$ cat config.mk
export PLATFORM = sky130hd
export DESIGN_NAME = led_indicator_sequencer
export DESIGN_NICKNAME = d
export VERILOG_FILES = /design/src/rtl/lis_pkg.sv /design/src/rtl/lis_ram.sv /design/src/rtl/led_indicator_sequencer.sv
export VERILOG_INCLUDE_DIRS = /design/src /design/src/rtl
export SDC_FILE = /design/constraint.sdc
export NUM_CORES = 1
export LEC_CHECK = 0
export CORE_MARGIN = 4
export CORE_UTILIZATION = 65
export CTS_CLUSTER_DIAMETER = 60
export DETAILED_ROUTE_END_ITERATION = 10
export DONT_BUFFER_PORTS = 1
export MAX_ROUTING_LAYER = met4
export PLACE_DENSITY = 0.81
export SLEW_MARGIN = 40
export SYNTH_ARGS = -nofsm -noshare
export SYNTH_HDL_FRONTEND = slang
export SYNTH_SLANG_ARGS = --single-unit
$ cat constraint.sdc
create_clock -name clk_i -period 8.1 [get_ports clk_i]
set_input_delay 0 -clock clk_i [delete_from_list [all_inputs] [get_ports clk_i]]
set_output_delay 0 -clock clk_i [all_outputs]
set_load 0.01 [all_outputs]
$ cat src/rtl/led_indicator_sequencer_assert.svh
// ----------------------------------------------------------------------------
// led_indicator_sequencer_assert.svh
// assertion macros shared by the indicator sequencer rtl
// ----------------------------------------------------------------------------
`ifndef LED_INDICATOR_SEQUENCER_ASSERT_SVH
`define LED_INDICATOR_SEQUENCER_ASSERT_SVH

// implication checked on every clock edge outside reset
`define LIS_ASSERT_IMP(label, clk, rstn, ante, cons) \
  label: assert property (@(posedge clk) disable iff (!rstn) (ante) |-> (cons)) \
    else $error("assertion failed");

// condition that must hold on every clock edge outside reset
`define LIS_ASSERT_ALWAYS(label, clk, rstn, cond) \
  label: assert property (@(posedge clk) disable iff (!rstn) (cond)) \
    else $error("assertion failed");

`endif

$ cat src/rtl/lis_pkg.sv
// ----------------------------------------------------------------------------
// lis_pkg
// types and constants of the indicator sequencer
// ----------------------------------------------------------------------------
package lis_pkg;

  localparam int unsigned LineW = 7;

  typedef enum logic [2:0] {
    REQ_TICK  = 3'd0,
    REQ_ON    = 3'd1,
    REQ_FLASH = 3'd2,
    REQ_OFF   = 3'd3,
    REQ_QUERY = 3'd4,
    REQ_CLEAR = 3'd5
  } req_e;

  typedef enum logic [1:0] {
    MODE_OFF   = 2'd0,
    MODE_ON    = 2'd1,
    MODE_PERM  = 2'd2,
    MODE_FLASH = 2'd3
  } mode_e;

  localparam logic [1:0] ColNone  = 2'd0;
  localparam logic [1:0] ColBlue  = 2'd1;
  localparam logic [1:0] ColGreen = 2'd2;
  localparam logic [1:0] ColRed   = 2'd3;

  // per-led task entry, one memory word
  typedef struct packed {
    logic [1:0]  mode;
    logic [1:0]  colour;
    logic [7:0]  level;
    logic [15:0] timeout;
    logic [12:0] interval;
    logic [12:0] tick_cnt;
    logic [7:0]  toggles;
  } entry_t;

  localparam int unsigned EntryW = $bits(entry_t);

  // fixed colour to line wiring
  function automatic logic [LineW-1:0] line_of(input logic [1:0] led, input logic [1:0] col);
    logic [LineW-1:0] m;
    m = '0;
    case (col)
      ColBlue:  m[led] = 1'b1;
      ColGreen: begin
        if (led == 2'd1) m[4] = 1'b1;
        if (led == 2'd3) m[5] = 1'b1;
      end
      ColRed:   if (led != 2'd3) m[6] = 1'b1;
      default:  m = '0;
    endcase
    return m;
  endfunction

endpackage

$ cat src/rtl/lis_ram.sv
// ----------------------------------------------------------------------------
// lis_ram
// simple dual port synchronous ram, one write port and one registered read port
// ----------------------------------------------------------------------------
module lis_ram #(
  parameter int unsigned Width = 8,
  parameter int unsigned Depth = 4
) (
  input  logic                     clk_i,
  input  logic                     we_i,
  input  logic [$clog2(Depth)-1:0] waddr_i,
  input  logic [Width-1:0]         wdata_i,
  input  logic [$clog2(Depth)-1:0] raddr_i,
  output logic [Width-1:0]         rdata_o
);
  logic [Width-1:0] mem_q [Depth];

  // write port
  always_ff @(posedge clk_i) begin
    if (we_i) mem_q[waddr_i] <= wdata_i;
  end

  // registered read
  always_ff @(posedge clk_i) begin
    rdata_o <= mem_q[raddr_i];
  end
endmodule

$ cat src/rtl/led_indicator_sequencer.sv
// ----------------------------------------------------------------------------
// led_indicator_sequencer
// four led indicator sequencer with timed, permanent and flashing tasks
// ----------------------------------------------------------------------------
// Usage: requests arrive on the s_axis channel, one result per request leaves
// on the m_axis channel. Per-led task entries live in a small ram that is read,
// updated and written back one entry at a time.
// A tick request visits all four entries: a read state, then one update per
// led in the work state, then the result is formed in the output state.
// Set, off and query requests touch one entry: read, then update.
// Clear all sweeps the four entries, one per cycle.
// The next request is taken the cycle after a result loads, so the block does
// not take a new request while one is still in progress.
// The registered ram read and the one-entry-per-cycle update loop set the pace.
// After reset the ram is swept once, writing empty entries before the first
// request is taken. Lamp lines start all off.
// The result register holds one result; while the receiver stalls, the
// block finishes the next request's work but waits to load the result
// until the register frees up.
// ----------------------------------------------------------------------------
module led_indicator_sequencer
  import lis_pkg::*;
#(
  parameter int unsigned TICKS_PER_SLOW = 10
) (
  input  logic        clk_i,
  input  logic        rst_ni,
  input  logic        s_axis_tvalid_i,
  output logic        s_axis_tready_o,
  // req_type[2:0], led_index[4:3], colour[6:5], timeout_seconds[19:7],
  // task_priority[27:20], flash_period_ms[43:28], flash_pulses[50:44]
  input  logic [55:0] s_axis_tdata_i,
  output logic        m_axis_tvalid_o,
  input  logic        m_axis_tready_i,
  // accepted[0], led_active[1], lamp_lines[8:2], finished_mask[12:9]
  output logic [15:0] m_axis_tdata_o
);

  typedef enum logic [4:0] {
    ST_INIT  = 5'b00001,
    ST_IDLE  = 5'b00010,
    ST_READ  = 5'b00100,
    ST_WORK  = 5'b01000,
    ST_OUT   = 5'b10000
  } state_e;

  state_e state_q, state_d;
  logic [1:0] idx_q, idx_d;
  logic [3:0] pre_q, pre_d;
  logic       slow_q, slow_d;
  logic [LineW-1:0] lamp_q, lamp_d;
  logic [3:0] done_q, done_d;
  logic       acc_q, acc_d, act_q, act_d;

  // request fields captured on a transfer
  logic [2:0]  req_q;
  logic [1:0]  led_q, col_q;
  logic [12:0] secs_q;
  logic [7:0]  prio_q;
  logic [15:0] per_q;
  logic [6:0]  pul_q;

  logic        ovalid_q;
  logic [15:0] odata_q;

  logic        we;
  logic [1:0]  raddr;
  entry_t      wdata, rd;

  lis_ram #(.Width(EntryW), .Depth(4)) u_ram (
    .clk_i   (clk_i),
    .we_i    (we),
    .waddr_i (idx_q),
    .wdata_i (wdata),
    .raddr_i (raddr),
    .rdata_o (rd)
  );

  wire in_xfer = s_axis_tvalid_i && s_axis_tready_o;
  assign s_axis_tready_o = (state_q == ST_IDLE);

  // capture request
  always_ff @(posedge clk_i) begin
    if (in_xfer) begin
      req_q  <= s_axis_tdata_i[2:0];
      led_q  <= s_axis_tdata_i[4:3];
      col_q  <= s_axis_tdata_i[6:5];
      secs_q <= s_axis_tdata_i[19:7];
      prio_q <= s_axis_tdata_i[27:20];
      per_q  <= s_axis_tdata_i[43:28];
      pul_q  <= s_axis_tdata_i[50:44];
    end
  end

  // per-entry datapath
  entry_t   e;
  logic [LineW-1:0] lamp_w;
  logic [3:0] done_w;
  logic       acc_w, act_w;
  logic [LineW-1:0] nl;
  logic [16:0] t10;
  logic [15:0] tsat;
  logic [12:0] tc;
  logic [31:0] per_mul;
  logic        fin, skip;

  always_comb begin
    e = rd;
    lamp_w = lamp_q;
    done_w = done_q;
    acc_w = acc_q;
    act_w = act_q;
    we = 1'b0;
    wdata = rd;
    fin = 1'b0;
    skip = 1'b0;
    tc = '0;
    nl = line_of(led_q, col_q);
    t10 = {1'b0, secs_q, 3'b000} + {3'b000, secs_q, 1'b0};
    tsat = t10[16] ? 16'hFFFF : t10[15:0];
    // period divided by ten through a reciprocal multiply, exact for 16 bits
    per_mul = 32'(per_q) * 32'd52429;
    case (req_q)
      REQ_TICK: begin
        we = 1'b1;
        if (rd.mode != MODE_OFF) begin
          if (rd.mode == MODE_FLASH) begin
            tc = rd.tick_cnt + 13'd1;
            e.tick_cnt = tc;
            if (tc >= rd.interval) begin
              e.tick_cnt = '0;
              lamp_w = lamp_w ^ line_of(idx_q, rd.colour);
              if (rd.toggles != 8'd0) begin
                e.toggles = rd.toggles - 8'd1;
                if (e.toggles == 8'd0) begin
                  fin = 1'b1;
                  skip = 1'b1;
                end
              end
            end
          end
          if (!skip && slow_q && rd.timeout != 16'd0) begin
            e.timeout = rd.timeout - 16'd1;
            if (e.timeout == 16'd0) fin = 1'b1;
          end
          if (fin) begin
            lamp_w = lamp_w & ~line_of(idx_q, rd.colour);
            e.mode = MODE_OFF;
            e.colour = ColNone;
            e.timeout = '0;
            e.level = '0;
            done_w[idx_q] = 1'b1;
          end
        end
        wdata = e;
      end
      REQ_ON, REQ_FLASH: begin
        acc_w = 1'b0;
        if (col_q != ColNone && nl != '0 &&
            !(rd.mode != MODE_OFF && rd.level > prio_q)) begin
          if (rd.colour != ColNone && rd.colour != col_q)
            lamp_w = lamp_w & ~line_of(led_q, rd.colour);
          e.colour = col_q;
          e.timeout = tsat;
          e.level = prio_q;
          if (req_q == REQ_ON) begin
            e.mode = (secs_q == '0) ? MODE_PERM : MODE_ON;
            lamp_w = lamp_w | nl;
          end else begin
            e.mode = MODE_FLASH;
            e.interval = per_mul[31:19];
            e.tick_cnt = '0;
            e.toggles = {pul_q, 1'b0};
            lamp_w = lamp_w & ~nl;
          end
          acc_w = 1'b1;
          we = 1'b1;
        end
        wdata = e;
      end
      REQ_OFF: begin
        lamp_w = lamp_w & ~line_of(led_q, rd.colour);
        e.mode = MODE_OFF;
        e.colour = ColNone;
        e.timeout = '0;
        e.level = '0;
        we = 1'b1;
        wdata = e;
      end
      REQ_QUERY: act_w = (rd.mode != MODE_OFF);
      REQ_CLEAR: begin
        e.mode = MODE_OFF;
        e.colour = ColNone;
        e.timeout = '0;
        e.level = '0;
        lamp_w = '0;
        we = 1'b1;
        wdata = e;
      end
      default: acc_w = 1'b0;
    endcase
    if (state_q == ST_INIT) begin
      we = 1'b1;
      wdata = '0;
    end else if (state_q != ST_WORK) begin
      we = 1'b0;
    end
  end

  // tick and clear visit every entry, others only led_index
  wire multi = (req_q == REQ_TICK) || (req_q == REQ_CLEAR);
  always_comb begin
    raddr = multi ? idx_q : led_q;
    if (state_q == ST_WORK && multi) raddr = idx_q + 2'd1;
  end

  // sequencer
  always_comb begin
    state_d = state_q;
    idx_d = idx_q;
    pre_d = pre_q;
    slow_d = slow_q;
    lamp_d = lamp_q;
    done_d = done_q;
    acc_d = acc_q;
    act_d = act_q;
    case (state_q)
      ST_INIT: begin
        idx_d = idx_q + 2'd1;
        if (idx_q == 2'd3) state_d = ST_IDLE;
      end
      ST_IDLE: if (in_xfer) begin
        state_d = ST_READ;
        idx_d = '0;
      end
      ST_READ: begin
        state_d = ST_WORK;
        done_d = '0;
        act_d = 1'b0;
        acc_d = (req_q <= REQ_CLEAR);
        if (req_q == REQ_TICK) begin
          if (pre_q + 4'd1 >= 4'(TICKS_PER_SLOW)) begin
            pre_d = '0;
            slow_d = 1'b1;
          end else begin
            pre_d = pre_q + 4'd1;
            slow_d = 1'b0;
          end
        end
        if (!multi) idx_d = led_q;
      end
      ST_WORK: begin
        lamp_d = lamp_w;
        done_d = done_w;
        acc_d = acc_w;
        act_d = act_w;
        idx_d = idx_q + 2'd1;
        if (!multi || idx_q == 2'd3) state_d = ST_OUT;
      end
      ST_OUT: if (!ovalid_q || m_axis_tready_i) state_d = ST_IDLE;
      default: state_d = ST_IDLE;
    endcase
  end

  always_ff @(posedge clk_i or negedge rst_ni) begin
    if (!rst_ni) begin
      state_q <= ST_INIT;
      idx_q <= '0;
      pre_q <= '0;
      slow_q <= 1'b0;
      lamp_q <= '0;
      done_q <= '0;
      acc_q <= 1'b0;
      act_q <= 1'b0;
      ovalid_q <= 1'b0;
    end else begin
      state_q <= state_d;
      idx_q <= idx_d;
      pre_q <= pre_d;
      slow_q <= slow_d;
      lamp_q <= lamp_d;
      done_q <= done_d;
      acc_q <= acc_d;
      act_q <= act_d;
      if (state_q == ST_OUT && (!ovalid_q || m_axis_tready_i)) ovalid_q <= 1'b1;
      else if (m_axis_tready_i) ovalid_q <= 1'b0;
    end
  end

  // result register
  always_ff @(posedge clk_i) begin
    if (state_q == ST_OUT && (!ovalid_q || m_axis_tready_i))
      odata_q <= {3'b000, done_q, lamp_q, act_q, acc_q};
  end

  assign m_axis_tvalid_o = ovalid_q;
  assign m_axis_tdata_o = odata_q;

`include "led_indicator_sequencer_assert.svh"

  `LIS_ASSERT_ALWAYS(a_onehot, clk_i, rst_ni, $onehot(state_q))
  `LIS_ASSERT_IMP(a_done_tick, clk_i, rst_ni, state_q == ST_OUT && req_q != REQ_TICK, done_q == 4'd0)
  `LIS_ASSERT_IMP(a_act_query, clk_i, rst_ni, state_q == ST_OUT && req_q != REQ_QUERY, act_q == 1'b0)
  `LIS_ASSERT_IMP(a_pre_range, clk_i, rst_ni, 1'b1, pre_q < 4'(TICKS_PER_SLOW))

endmodule

Yosys cells after proc, flatten, opt, wreduce, memory -nomap -nowiden. Memories as Yosys holds them, arrays and structs flattened. A register that Yosys moved wholly into a read port is not among the register bits. Cells that the tools add are included. W data, S select, Z words.

Flip-flop bits (word level): 90. Memory bits (writable): 248. Input port bits: 60. Output and inout bits: 18. Logic and storage cells: 243. Memories: 1.

Add/subtract/negate cells: 6. Multipliers: 1. $lt $le $gt $ge: 9. Equality and inequality tests: 36. Multiplexer cells: 117. Bitwise gates (word level): 11. Reductions and logical operators: 45.

Memory list: u_ram.mem_q (words 4, bits a word 62, rd ports 1, clocked after Yosys merged registers in 1, write ports 1, RTL line lis_ram.sv:16) `logic [Width-1:0] mem_q [Depth];`.

Operators by type and width (number): $pmux W62 S3 (1); $mux W62 (2); $mux W7 (11); $mux W4 (18); $mux W21 (3); $mux W28 (2); $mux W1 (42); $mux W2 (19); $mux W34 (1); $mul A16 B16 Y32 const B (1); $mux W16 (2); $and A7 B7 Y7 (4); $not A7 Y7 (4); $pmux W7 S4 (1); $pmux W5 S5 (1); $mux W5 (4); $ne A2 B2 Y1 const B (9); $add A16 B14 Y17 (1); $logic_not A16 Y1 (1); $reduce_bool A16 Y1 (1); $sub A16 B1 Y16 const B (1); $eq A2 B2 Y1 const B (7); $add A13 B1 Y13 const B (1); $ge A13 B13 Y1 (1); 45 further kinds (87).

Depth between registers and ports, before layout.
Depth after elaboration: 22. Depth in mapped cells: 22. Depth with buffers taken out: 22.

Hierarchy. Synthesis repeated with hierarchy kept, for this count alone.

Cells, all modules: 1696. Area, all modules: 21923.5 um^2.

Modules (own cells, without submodules): led_indicator_sequencer (times used 1, cells an instance 1306, area an instance 11634.9 um^2, sequential area each 2573.7 um^2); lis_ram (times used 1, cells an instance 390, area an instance 10288.6 um^2, sequential area each 8688.3 um^2).

Worst setup path after synthesis. OpenSTA, ideal clock, no wires.

Path type: register -> register. From: register per_q[7]. To: memory u_ram.mem_q[0][31] in the netlist's numbering (data pin). Library setup time: 0.179 ns. Arrival time: 5.577 ns. Data required time: 7.921 ns. Slack: 2.343 ns. Cell stages (with the launch flop): 21. Path buffers: 0. Period minus slack after synthesis: 5.757 ns. Cell sequence: edfxtp_1 ha_1 inv_1 fa_1 inv_1 fa_1 fa_1 fa_1 inv_1 fa_1 inv_1 ha_1 nand2_1 o21ai_0 o21bai_1 nor3_1 nor2_1 o31ai_1 nor3_1 or3_1 a21oi_1.

Word-level cells in the longest chain between the ends: 5.

Ends and longest elaborated chain: start, declared (RTL line led_indicator_sequencer.sv:60) `logic [15:0] per_q;`; start signal, assigned (RTL line led_indicator_sequencer.sv:90) `per_q <= s_axis_tdata_i[43:28];`; $mul A16 B16 Y32 (RTL line led_indicator_sequencer.sv:122) `per_mul = 32'(per_q) * 32'd52429;`; $mux W34 (RTL line led_indicator_sequencer.sv:166) `if (req_q == REQ_ON) begin`; $mux W62 (RTL line led_indicator_sequencer.sv:159) `if (col_q != ColNone && nl != '0 &&`; $pmux W62 S3 (RTL line led_indicator_sequencer.sv:123) `case (req_q)`; $mux W62 (RTL line led_indicator_sequencer.sv:202) `if (state_q == ST_INIT) begin`; net u_ram.wdata_i[31] (RTL line lis_ram.sv:12) `input logic [Width-1:0] wdata_i,`; end, declared (RTL line lis_ram.sv:16).

The timed path passes the listed nets, and every way through them passes these cells.

Worst setup path after layout.
From: register per_q[8]. To: memory u_ram.mem_q[0][31] in the netlist's numbering (data pin).

Same word-level chain as after synthesis.

==> flow_summary.toml <==
[timing]
clock-skew-final_ns = 0.0199
final_hold_viol_count = 0
max_slew_margin_vs_limit_pct = 47.8
timing_max_transition_violations_final = 0
unrepaired_setup_endpoints_after_global_routing = "no"
fin_ws_ns = 1.32
clock.fmax_ghz = 0.148
tns_ns = 0
timing_worst_slew_pin_value_ns = 0.780
post_route_minimum_period_ns = 6.78
final_setup_fails = 0
min_period_over_period_pct = 83.7
hold_slack_ns = 0.0674

[detailed_routing]
drc = 0
first_iter_violations = 1389
residual_antenna_violating_net_count_after_detailed_routing = 0
vias_per_cell = 6.29
postRouteWirelength_um = 49500
routed_wire_length_per_instance_um = 21.4
vias = 14600
drt-pass1-iter-count = 6

[floorplanning]
core.rowCount = 67
fp.coreArea_sq_um = 33400
boundaryPins = 78
floorplan.initialDensity_pct = 65.8
floorplan.die.width_um = 192
design.die.area_sq_um = 36900
die_y_um = 192

[worst_setup_path]
critical_path_class = "reg2reg"
worst-path-max-fanout = 5
cp.required_ns = 8.45
timing.rr.start = "per_q[8]"
crit_arrival_ns = 7.13
r2r_slack_ns = 1.32
reg2regPathDepth = 20
worst_r2r_endpoint = "u_ram.mem_q[0][31]"
cp-start-kind = "register"
crit_path_end_kind = "register"

[logic_synthesis]
syn_avg_cell_area_sq_um = 12.4
synth.lib_cells_used.distinct = 80
post_synth_inst_count = 1772
synth_ff_type = "edfxtp_1"
synth_edf_count = 312
synth_top_cells_by_area = "edfxtp_1 (43%), ha_1 (9.9%), fa_1 (7.3%)"
proportion_of_synthesized_chip_area_in_sequential_cells_pct = 51.2
netlist_area_sq_um = 22000
ys_seq_elements = 400
netlist.top_cell.by_area = "edfxtp_1"
asr_flop_ratio_synth_pct = 6.50
number_of_synthesis_warnings = 0
synth.top_cell.area_share_pct = 42.6

[grt]
global_route.peak_usage_layer = "met2"
groute.usage.overall_pct = 28.7
met3_layer_usage_reported_by_global_route_pct = 3.98
grt_start_max_net_pins = 52
grtUsageMet2_pct = 47.1
via_count_of_the_first_global_routing_pass = 15100
global_route.overflow_total = 0
wire_length_of_the_first_global_routing_pass_um = 80200
initial_antenna_violation_count = 0
grt_use_met1_pct = 37.3

[cts]
tritoncts = "yes"
insertion_delay_ns = 0.56
number_of_levels_in_the_clock_h_tree = 2
cts.sinks = 400
clock_root_buffer_master = "clkbuf_16"
ctsLongestPathBuffers = 3
clk_pin_slew_ns = 0.06
cts_inserted_buffers = 42
cts_repair_resize_count = 0

[placed_design]
port_buffers = 0
detailed_place_hpwl_um = 32600
gp_routability_congestion = 0.935
dpl_worst_slack_ns = 1.44

[layout]
final_nets = 2146
post_route_cells_drive_above_1_share_pct = 9.86
n_fill_cell = 2111
diodes = 0
flow.area_growth_from_synthesis_pct = 11.5

[worst_hold_path]
holdPathEnd = "col_q[1]"
min-delay-path-class = "in2reg"
min_from = "s_axis_tdata_i[6]"
worstHoldPathCells = 1

[run]
timing.max_cap.violations = 0

[outcome]
run_status = "completed"
==> cell families (layout without fill, tap and decap cells) <==
family	Yosys count	count (layout)	share of synthesized area [%]
flops	400	400	51.2
simple gates	359	359	8.29
compound gates	356	356	10.1
buf+inv	297	389	5.23
fa+ha+maj	254	254	17.2
mux	65	65	6.48
xor+xnor	40	40	1.59
other cells	1	3	0.0170
==> how the worst max path moves through the flow <==
stage	start	endpoint	slack, ns	cells after the start
detailed placement	per_q[8]	u_ram.mem_q[3][31]	1.44	20
floorplan	per_q[7]	u_ram.mem_q[0][31]	2.34	20
global route	per_q[8]	u_ram.mem_q[0][31]	0.91	20
CTS	per_q[8]	u_ram.mem_q[0][31]	1.44	20
finish	per_q[8]	u_ram.mem_q[0][31]	1.32	20
global placement	per_q[8]	u_ram.mem_q[0][31]	1.62	20
==> routing by layer <==
metal,wire length [um],up-vias,part of all wire (%)
li1,-,6581,-
met1,19800,7152,40
met2,24500,691,49
met3,3610,141,7.3
met4,1680,0,3.4
met5,0,-,0
==> per-stage QoR <==
stage,area [sq um],util [%],cells
2_1_floorplan,22000,-,1774
3_3_place_gp,22500,67.3,2178
6_report,24500,73.4,2314
5_1_grt,24500,73.4,2314
3_5_place_dp,22500,67.4,2178
4_1_cts,24500,73.3,2313
==> layout by cell type, fill, tap and decap left out, drive strengths merged, types with 22 or more instances in the layout <==
cell type    instances
nor2                76
nand2               93
nand3               47
inv                236
fa                  80
clkbuf              57
dfrtp               25
nor3                24
mux4                62
o21ai               90
ha                 174
buf                 22
edfxtp             312
a21oi              116
xnor2               23
dfxtp               62
o31ai               29
dlygate4sd3         55
==> state kept, by name (all words and copies together) (netlist names), 2 cells and up <==
register	cells
u_ram.mem_q	248
u_ram.rdata_o	62
per_q	16
m_axis_tdata_o	13
secs_q	13
prio_q	8
lamp_q	7
pul_q	7
state_q	5
done_q	4
pre_q	4
req_q	3
col_q	2
idx_q	2
led_q	2
==> repair_timing <==
action                                 4_1_cts  5_1_grt
setup buffers                                0        0
endpoints found under the hold margin       84        0
hold buffers                                57        0
==> critical path: stages (launching register included) <==
cell and delay [ns]:
edfxtp_1 0.54, ha_1 0.37, inv_1 0.11, fa_1 0.54, inv_1 0.05, fa_1 0.50, fa_1 0.52, fa_1 0.56
inv_1 0.06, fa_1 0.53, inv_1 0.05, ha_1 0.31, nand2_1 0.07, o21ai_0 0.47, o21bai_1 0.19, nor3_1 0.31
nor2_1 0.15, o31ai_1 0.57, nor3_1 0.07, or3_1 0.33, a21oi_1 0.28
==> synth_stat cells (all sizes together) (25+ instances only) <==
cell type    n
edfxtp     312
inv        234
ha         174
a21oi      116
nand2       93
o21ai       90
fa          80
nor2        76
dfxtp       62
mux4        62
clkbuf      48
nand3       47
o31ai       29
dfrtp       25
==> cell type report <==
cell class,count,area (sq um),area share (%)
flip-flops and latches,400,11300,45.9
multi-input cells,1077,9710,39.6
clock buffers,57,1170,4.76
inverters,234,878,3.58
repair buffers,77,752,3.06
well taps,448,561,2.28
clock inverters,21,215,0.877
Power is left out: the tool's default activity adds up to more than one toggle a clock period on the data nets, which glitch-free logic cannot reach.
